## config.mk

```make
export PLATFORM = sky130hd
export DESIGN_NAME = sequence_number_resequencer
export DESIGN_NICKNAME = d
export VERILOG_FILES = /design/src/design/sres_pkg.sv /design/src/design/sequence_number_resequencer.sv /design/src/design/sres_cell.sv
export SDC_FILE = /design/constraint.sdc
export NUM_CORES = 2
export LEC_CHECK = 0
export BUFFER_PORTS_ARGS = -buffer_cell sky130_fd_sc_hd__buf_2
export CORE_MARGIN = 5
export CORE_UTILIZATION = 55
export DETAILED_ROUTE_END_ITERATION = 8
export PLACE_DENSITY = 0.74
export SYNTH_ARGS = -nofsm -noshare
export SYNTH_HDL_FRONTEND = slang
export SYNTH_HIERARCHICAL = 1
export SYNTH_SLANG_ARGS = --single-unit
```

## constraint.sdc

```tcl
create_clock -name clk -period 9.48 [get_ports clk]
set_input_delay 0.474 -clock clk [delete_from_list [all_inputs] [get_ports clk]]
set_output_delay 0.474 -clock clk [all_outputs]
set_load 0.02 [all_outputs]
```

## src/design/sres_pkg.sv

```systemverilog
// ----------------------------------------------------------------------------
// Resequencer package
// Shared types and codes of the sequence-number resequencer.
// ----------------------------------------------------------------------------
`default_nettype none

package sres_pkg;

	// Input item kinds.
	localparam logic [1:0] KIND_SEQ    = 2'd0;
	localparam logic [1:0] KIND_UNSEQ  = 2'd1;
	localparam logic [1:0] KIND_CANCEL = 2'd2;

	// One pending entry as held by a store cell.
	typedef struct packed {
		logic [31:0] seq;
		logic [15:0] tag;
		logic        end_f;
		logic        stream;
	} cell_data_t;

	// Commands broadcast to every store cell.
	typedef struct packed {
		logic insert;
		logic pop;
		logic clear;
	} cell_ctrl_t;

	// One result item.
	typedef struct packed {
		logic               has_item;
		logic [15:0]        out_tag;
		logic               out_end;
		logic               out_stream;
		logic               cancel_frame;
		logic signed [31:0] frame_request;
		logic               overflow;
		logic               closed;
		logic               last;
	} result_t;

	// Control states, one-hot.
	typedef enum logic [2:0] {
		ST_IDLE  = 3'b001,
		ST_EVAL  = 3'b010,
		ST_DRAIN = 3'b100
	} state_t;

endpackage

`default_nettype wire

```

## src/design/sequence_number_resequencer.sv

```systemverilog
// Sequence-number resequencer. Sequenced items leave in number order: an item
// whose number is at most the last released number plus one leaves at once,
// then held items are drained from the head of a sorted row of store cells for
// as long as their numbers stay in sequence. Later items are inserted into the
// row, which shifts to make room; when the row is full the item is dropped and
// overflow is flagged. Every input transfer yields one or more result
// transfers, the final one marked by m_tlast. An item is accepted while idle,
// then evaluated, then each drained entry yields one result in the drain
// state; the control sequence accepts only while idle. A result that waits on
// m_tready holds the block in place. The store needs no clearing pass after
// reset.
// ----------------------------------------------------------------------------
// Sequence-number resequencer
// Releases tagged items in sequence order through a sorted chain of cells.
// ----------------------------------------------------------------------------
`default_nettype none

module sequence_number_resequencer
	import sres_pkg::*;
#(
	parameter int PENDING_DEPTH = 16
) (
	input  wire                clk,
	input  wire                arst_n,
	// Configuration: request number.
	input  wire                cfg_we,
	input  wire signed [31:0]  cfg_wdata,
	// Input stream.
	input  wire                s_tvalid,
	output logic               s_tready,
	input  wire  [47:0]        s_tdata,   // sequence_req[31:0], payload_tag[47:32]
	input  wire  [2:0]         s_tuser,   // kind[1:0], stream_flag[2]
	input  wire                s_tlast,   // end_flag
	// Result stream.
	output logic               m_tvalid,
	input  wire                m_tready,
	output logic [55:0]        m_tdata,   // out_tag[15:0], out_end[16], out_stream[17],
	                                      // frame_request[49:18], overflow[50],
	                                      // closed[51], zero[55:52]
	output logic [1:0]         m_tuser,   // has_item[0], cancel_frame[1]
	output logic               m_tlast    // last
);

	state_t             state_q;
	logic signed [31:0] req_q;
	logic [31:0]        last_rel_q;
	logic               closed_q;
	logic               close_pend_q;

	logic [1:0]         in_kind_q;
	logic [31:0]        in_seq_q;
	logic [15:0]        in_tag_q;
	logic               in_end_q;
	logic               in_stream_q;

	logic               m_valid_q;
	result_t            res_q;

	cell_ctrl_t         ctrl;
	cell_data_t         ins_data;
	cell_data_t         head_prev;
	cell_data_t         cdat [PENDING_DEPTH];
	logic [PENDING_DEPTH-1:0] cval;
	logic [PENDING_DEPTH-1:0] cgt;
	logic [PENDING_DEPTH-1:0] clink;
	logic [PENDING_DEPTH-1:0] ok;
	logic [PENDING_DEPTH-1:0] run;
	logic [PENDING_DEPTH-1:0] cend;
	logic               fin_drain;

	logic               out_free;
	logic [31:0]        rel_limit;
	result_t            eval_res;
	logic               eval_insert;
	logic               eval_close;
	logic               eval_drain;
	logic               eval_rel;
	result_t            drain_res;
	logic               drain_last;

	assign out_free = !m_valid_q || m_tready;

	// The head cell compares against the arriving number while evaluating and
	// against the last released number while draining.
	always_comb begin
		head_prev        = '0;
		head_prev.seq    = (state_q == ST_EVAL) ? in_seq_q : last_rel_q;
		ins_data.seq     = in_seq_q;
		ins_data.tag     = in_tag_q;
		ins_data.end_f   = in_end_q;
		ins_data.stream  = in_stream_q;
	end

	// Row of store cells, head at index zero.
	for (genvar i = 0; i < PENDING_DEPTH; i++) begin : g_cell
		cell_data_t p_dat;
		logic       p_val;
		logic       p_gt;
		cell_data_t n_dat;
		logic       n_val;

		if (i == 0) begin : g_head
			assign p_dat = head_prev;
			assign p_val = 1'b1;
			assign p_gt  = 1'b0;
		end else begin : g_body
			assign p_dat = cdat[i-1];
			assign p_val = cval[i-1];
			assign p_gt  = cgt[i-1];
		end

		if (i == PENDING_DEPTH - 1) begin : g_tail
			assign n_dat = '0;
			assign n_val = 1'b0;
		end else begin : g_mid
			assign n_dat = cdat[i+1];
			assign n_val = cval[i+1];
		end

		sres_cell u_cell (
			.clk        (clk),
			.arst_n     (arst_n),
			.ctrl       (ctrl),
			.ins_data   (ins_data),
			.prev_data  (p_dat),
			.prev_valid (p_val),
			.prev_gt    (p_gt),
			.next_data  (n_dat),
			.next_valid (n_val),
			.cur_data   (cdat[i]),
			.cur_valid  (cval[i]),
			.cur_gt     (cgt[i]),
			.cur_link   (clink[i])
		);

		assign cend[i] = cdat[i].end_f;
	end

	// Run of entries that drain after a release, and whether one ends the stream.
	always_comb begin
		ok     = cval & clink;
		run[0] = ok[0];
		for (int i = 1; i < PENDING_DEPTH; i++) begin
			run[i] = run[i-1] & ok[i];
		end
		fin_drain = |(run & cend);
	end

	// Decision for the item held in the input register.
	always_comb begin
		rel_limit   = last_rel_q + 32'd1;
		eval_res    = '0;
		eval_res.last = 1'b1;
		eval_insert = 1'b0;
		eval_close  = 1'b0;
		eval_drain  = 1'b0;
		eval_rel    = 1'b0;
		if (!closed_q) begin
			case (in_kind_q)
				KIND_CANCEL: begin
					eval_res.has_item      = 1'b1;
					eval_res.out_end       = 1'b1;
					eval_res.out_stream    = 1'b1;
					eval_res.cancel_frame  = 1'b1;
					eval_res.frame_request = req_q;
					eval_close             = 1'b1;
				end
				KIND_UNSEQ: begin
					eval_res.has_item      = 1'b1;
					eval_res.out_tag       = in_tag_q;
					eval_res.out_end       = in_end_q;
					eval_res.out_stream    = in_stream_q;
					eval_res.frame_request = req_q;
					eval_close             = in_end_q || !in_stream_q;
				end
				KIND_SEQ: begin
					if (in_seq_q <= rel_limit) begin
						eval_rel               = 1'b1;
						eval_drain             = run[0];
						eval_res.has_item      = 1'b1;
						eval_res.out_tag       = in_tag_q;
						eval_res.out_end       = in_end_q;
						eval_res.out_stream    = in_stream_q;
						eval_res.frame_request = req_q;
						eval_res.last          = !run[0];
						eval_close             = in_end_q || fin_drain || !in_stream_q;
					end else if (!cval[PENDING_DEPTH-1]) begin
						eval_insert = 1'b1;
						eval_close  = !in_stream_q;
					end else begin
						eval_res.overflow = 1'b1;
						eval_close        = !in_stream_q;
					end
				end
				default: begin
				end
			endcase
		end
		eval_res.closed = closed_q || eval_close;
	end

	// Result for the head entry while draining.
	always_comb begin
		drain_last               = !ok[1];
		drain_res                = '0;
		drain_res.has_item       = 1'b1;
		drain_res.out_tag        = cdat[0].tag;
		drain_res.out_end        = cdat[0].end_f;
		drain_res.out_stream     = cdat[0].stream;
		drain_res.frame_request  = req_q;
		drain_res.closed         = closed_q;
		drain_res.last           = drain_last;
	end

	// Commands to the cell row.
	always_comb begin
		ctrl = '0;
		case (state_q)
			ST_EVAL: begin
				if (out_free) begin
					ctrl.insert = eval_insert;
					ctrl.clear  = eval_close && !eval_drain;
				end
			end
			ST_DRAIN: begin
				if (out_free) begin
					ctrl.pop   = 1'b1;
					ctrl.clear = drain_last && close_pend_q;
				end
			end
			default: begin
			end
		endcase
	end

	// Control state, last released number and the closed flag.
	always_ff @(posedge clk or negedge arst_n) begin
		if (!arst_n) begin
			state_q      <= ST_IDLE;
			last_rel_q   <= '0;
			closed_q     <= 1'b0;
			close_pend_q <= 1'b0;
		end else begin
			case (state_q)
				ST_IDLE: begin
					if (s_tvalid) begin
						state_q <= ST_EVAL;
					end
				end
				ST_EVAL: begin
					if (out_free) begin
						if (eval_rel) begin
							last_rel_q <= in_seq_q;
						end
						if (eval_close) begin
							closed_q <= 1'b1;
						end
						close_pend_q <= eval_close;
						state_q      <= eval_drain ? ST_DRAIN : ST_IDLE;
					end
				end
				ST_DRAIN: begin
					if (out_free) begin
						last_rel_q <= cdat[0].seq;
						if (drain_last) begin
							state_q <= ST_IDLE;
						end
					end
				end
				default: begin
					state_q <= ST_IDLE;
				end
			endcase
		end
	end

	// Input register, loaded on each input transfer.
	always_ff @(posedge clk) begin
		if (s_tvalid && s_tready) begin
			in_kind_q   <= s_tuser[1:0];
			in_stream_q <= s_tuser[2];
			in_seq_q    <= s_tdata[31:0];
			in_tag_q    <= s_tdata[47:32];
			in_end_q    <= s_tlast;
		end
	end

	// Request number register.
	always_ff @(posedge clk or negedge arst_n) begin
		if (!arst_n) begin
			req_q <= '0;
		end else if (cfg_we) begin
			req_q <= cfg_wdata;
		end
	end

	// Output register valid flag.
	always_ff @(posedge clk or negedge arst_n) begin
		if (!arst_n) begin
			m_valid_q <= 1'b0;
		end else if (out_free && (state_q == ST_EVAL || state_q == ST_DRAIN)) begin
			m_valid_q <= 1'b1;
		end else if (m_tready) begin
			m_valid_q <= 1'b0;
		end
	end

	// Output register contents.
	always_ff @(posedge clk) begin
		if (out_free && state_q == ST_EVAL) begin
			res_q <= eval_res;
		end else if (out_free && state_q == ST_DRAIN) begin
			res_q <= drain_res;
		end
	end

	assign s_tready = (state_q == ST_IDLE);
	assign m_tvalid = m_valid_q;
	assign m_tlast  = res_q.last;
	assign m_tuser  = {res_q.cancel_frame, res_q.has_item};
	assign m_tdata  = {4'b0000, res_q.closed, res_q.overflow, res_q.frame_request,
	                   res_q.out_stream, res_q.out_end, res_q.out_tag};

`ifndef SYNTHESIS
	// Occupied cells always form one block at the head of the row.
	a_valid_prefix: assert property (@(posedge clk) disable iff (!arst_n)
		$onehot({1'b0, cval} + {{PENDING_DEPTH{1'b0}}, 1'b1}))
		else $error("store cells are not packed at the head");

	// Draining only ever reads an occupied head cell.
	a_drain_head: assert property (@(posedge clk) disable iff (!arst_n)
		(state_q == ST_DRAIN) |-> cval[0])
		else $error("drain with empty head cell");

	// An insert never happens into a full row.
	a_insert_room: assert property (@(posedge clk) disable iff (!arst_n)
		ctrl.insert |-> !cval[PENDING_DEPTH-1])
		else $error("insert into full store");

	// Once closed and back at rest, the store is empty.
	a_closed_empty: assert property (@(posedge clk) disable iff (!arst_n)
		(state_q == ST_IDLE && closed_q) |-> (cval == '0))
		else $error("closed block still holds pending entries");
`endif

endmodule

`default_nettype wire

```

## src/design/sres_cell.sv

```systemverilog
// ----------------------------------------------------------------------------
// Resequencer store cell
// One entry of the sorted pending store; shifts with its neighbors.
// ----------------------------------------------------------------------------
`default_nettype none

module sres_cell
	import sres_pkg::*;
(
	input  wire         clk,
	input  wire         arst_n,
	input  cell_ctrl_t  ctrl,
	input  cell_data_t  ins_data,
	input  cell_data_t  prev_data,
	input  wire         prev_valid,
	input  wire         prev_gt,
	input  cell_data_t  next_data,
	input  wire         next_valid,
	output cell_data_t  cur_data,
	output logic        cur_valid,
	output logic        cur_gt,
	output logic        cur_link
);

	cell_data_t  data_q;
	logic        valid_q;
	logic [31:0] limit;
	logic        place;

	// Compare against the new item and against the neighbor nearer the head.
	always_comb begin
		limit    = prev_data.seq + 32'd1;
		cur_gt   = valid_q && (data_q.seq > ins_data.seq);
		cur_link = (data_q.seq <= limit);
		place    = prev_valid && !prev_gt && (!valid_q || cur_gt);
	end

	// Valid bit: cleared on close, shifted on pop and insert.
	always_ff @(posedge clk or negedge arst_n) begin
		if (!arst_n) begin
			valid_q <= 1'b0;
		end else if (ctrl.clear) begin
			valid_q <= 1'b0;
		end else if (ctrl.pop) begin
			valid_q <= next_valid;
		end else if (ctrl.insert && (prev_gt || place)) begin
			valid_q <= 1'b1;
		end
	end

	// Entry contents follow the same moves as the valid bit.
	always_ff @(posedge clk) begin
		if (ctrl.pop) begin
			data_q <= next_data;
		end else if (ctrl.insert && prev_gt) begin
			data_q <= prev_data;
		end else if (ctrl.insert && place) begin
			data_q <= ins_data;
		end
	end

	assign cur_data  = data_q;
	assign cur_valid = valid_q;

endmodule

`default_nettype wire
```

==> out/results.ini <==
[clocking]
clock-sinks=993
cts_root_buf=clkbuf_16
htreeDepth=3
cts_buffers=112
cts_max_path_buffers=3
clk-insertion-delay-late_ps=770
cts_tree=built
cts_resized=0
path_clk_slew_ps=70

[detailed_routing]
wl_per_cell_um=24.2
vias=73300
drcViolationCount=0
drtAntennaViolNets=0
avgViaCountPerCell=6.45
top_layer_used=met5
dr_wl_met2_um=126000
routed_wl_um=275000
wl_met1_um=106000
wl_met3_um=25600
drt_iter0_drc=7797
drtPass1Iterations=6

[sta]
worst_slew_pin_slew_ps=2990
fin_skew_ps=56.1
maxSlewHeadroom=-0.995
rsz0062_at_grt=no
worst_slack_ps=2330
final.setup.tns_ps=0
hold_viol=0
fin_crit_sh=0.754
setup_viol=0
fmax_mhz=140
hold_slack_ps=170
drv_slew=52
post-route-min-period_ps=7150

[synth]
syn_area_per_cell_sq_um=9.29
netlist_instances=9041
yosys_warnings=6
synth_area_sq_mm=0.0840

[power_and_ir_drop]
leakagePower_nw=41.0
peakVddDrop_uv=167
power_density_mw_per_mm2=118

[status]
violations=slew limit
outcome=finished with violations

[placement]
place.gp.congestion=0.950
place.detailed.hpwl_um=198000
pre_cts_ws_ps=2590
io_buffers=145

[finish]
fill_cells=12700
areaGrowthSynthToFinish_pct=9.85
drive_above_1_share=0.0666
diodes=0
nNetsFinal=10400

[grt]
grt_max_degree=229
grt_pass1_vias=72100
grt_pass1_wl_um=416000
grtUsageTotal=0.326
grt_overflow=0
antenna_found_initial=10

[run]
cap_viol_max_count=0

[floorplanning]
core_sq_mm=0.152
die_area_sq_mm=0.161
rows=143
fp.dieW_um=401
initial_core_util=0.553
fp.dieH_um=401
ioPinCount=150

[setup_path]
endpoint_kind=flip-flop
rrSetupSlack_ps=2330
path_max_fanout=51
required_ps=9840
critPathArrivalTime_ps=7510
crit_type=reg2reg
critPathLaunchType=flip-flop

[worst_hold_path]
holdCritPathClass=in2reg

==> worst max-delay path: stages (launching register included) <==
cell	delay (ps)
dfrtp_1	480
and4_1	330
nand2_1	140
nor3_1	480
nand3_1	290
nor2_1	180
xnor2_1	90
ha_1	340
nand4_2	200
nor4_4	400
nand2b_1	170
a31oi_1	480
o211ai_1	330
nor2_4	160
buf_4	350
buf_4	430
nand2_4	550
a41oi_4	730
buf_4	520
==> final timing paths <==
| kind | from | end | depth (start not counted) |
|---|---|---|---|
| max | last_rel_q[3]$_DFFE_PN0P_ | g_cell[7].u_cell/cur_data[30]$_DFFE_PP_ | 18 |
| min | m_tready | m_tvalid$_DFFE_PN0P_ | 3 |
| max reg2reg | last_rel_q[3]$_DFFE_PN0P_ | g_cell[7].u_cell/cur_data[30]$_DFFE_PP_ | 18 |
| min reg2reg | req_q[0]$_DFFE_PN0P_ | req_q[0]$_DFFE_PN0P_ | 1 |
| max in group asynchronous | arst_n | g_cell[2].u_cell/cur_valid$_DFFE_PN0P_ | 3 |
| min in group asynchronous | arst_n | req_q[31]$_DFFE_PN0P_ | 2 |
==> final cells by class <==
| class | instances | area, sq um | share of cell area |
|---|---|---|---|
| clock inverters | 64 | 746 | 0.00808 |
| flip-flops and latches | 993 | 29400 | 0.319 |
| inverters | 636 | 2390 | 0.0260 |
| well taps | 2030 | 2540 | 0.0275 |
| clock buffers | 148 | 3060 | 0.0332 |
| repair buffers | 350 | 2530 | 0.0274 |
| multi-input cells | 7149 | 51600 | 0.559 |
==> layout by cell type, fill, tap and decap left out, drive strengths merged, types with 323 or more instances in the layout <==
cell / count
o21ai: 976
nor2: 323
mux2i: 831
nand2: 1382
xor2: 339
nand4: 349
ha: 1077
a21oi: 351
edfxtp: 907
inv: 637
==> sequential cells by signal, summed over array words and instances (netlist names), 2 cells and up <==
register / cells
last_rel_q: 32
m_tdata: 52
in_kind_q: 2
state_q: 3
g_cell.u_cell/cur_data: 800
g_cell.u_cell/cur_valid: 16
in_seq_q: 32
req_q: 32
m_tuser: 2
in_tag_q: 16
==> routing by layer <==
| layer | up-vias | global-route usage |
|---|---|---|
| li1 | 33500 | - |
| met5 | - | 0 |
| met1 | 35200 | 0.407 |
| met4 | 6 | 0.170 |
| met3 | 975 | 0.0649 |
| met2 | 3658 | 0.535 |
==> per-stage QoR <==
stage / cell area [sq um] / total power, mW / std cells / util
after floorplan: 84300 / 5.82 / 9115 / -
after global placement: 87600 / 6.24 / 11100 / 0.577
after detailed placement: 87600 / 6.31 / 11100 / 0.577
after CTS: 92300 / 10.9 / 11400 / 0.607
after global routing: 92300 / 11.2 / 11400 / 0.607
final: 92300 / 10.9 / 11400 / 0.607
==> report_power, final <==
group	switching (mW)	internal [mW]	leakage (nW)	total, mW
combinational	0.882	0.500	30.1	1.38
clock	1.96	2.61	1.85	4.57
sequential	0.0678	4.86	9.08	4.92
total	2.91	7.96	41.0	10.9
==> what timing repair did <==
item,4_1_cts,5_1_grt
setup buffers,0,0
hold buffers,86,0
hold endpoints to repair,120,0
No activity file was read; power rests on OpenSTA's default activity.
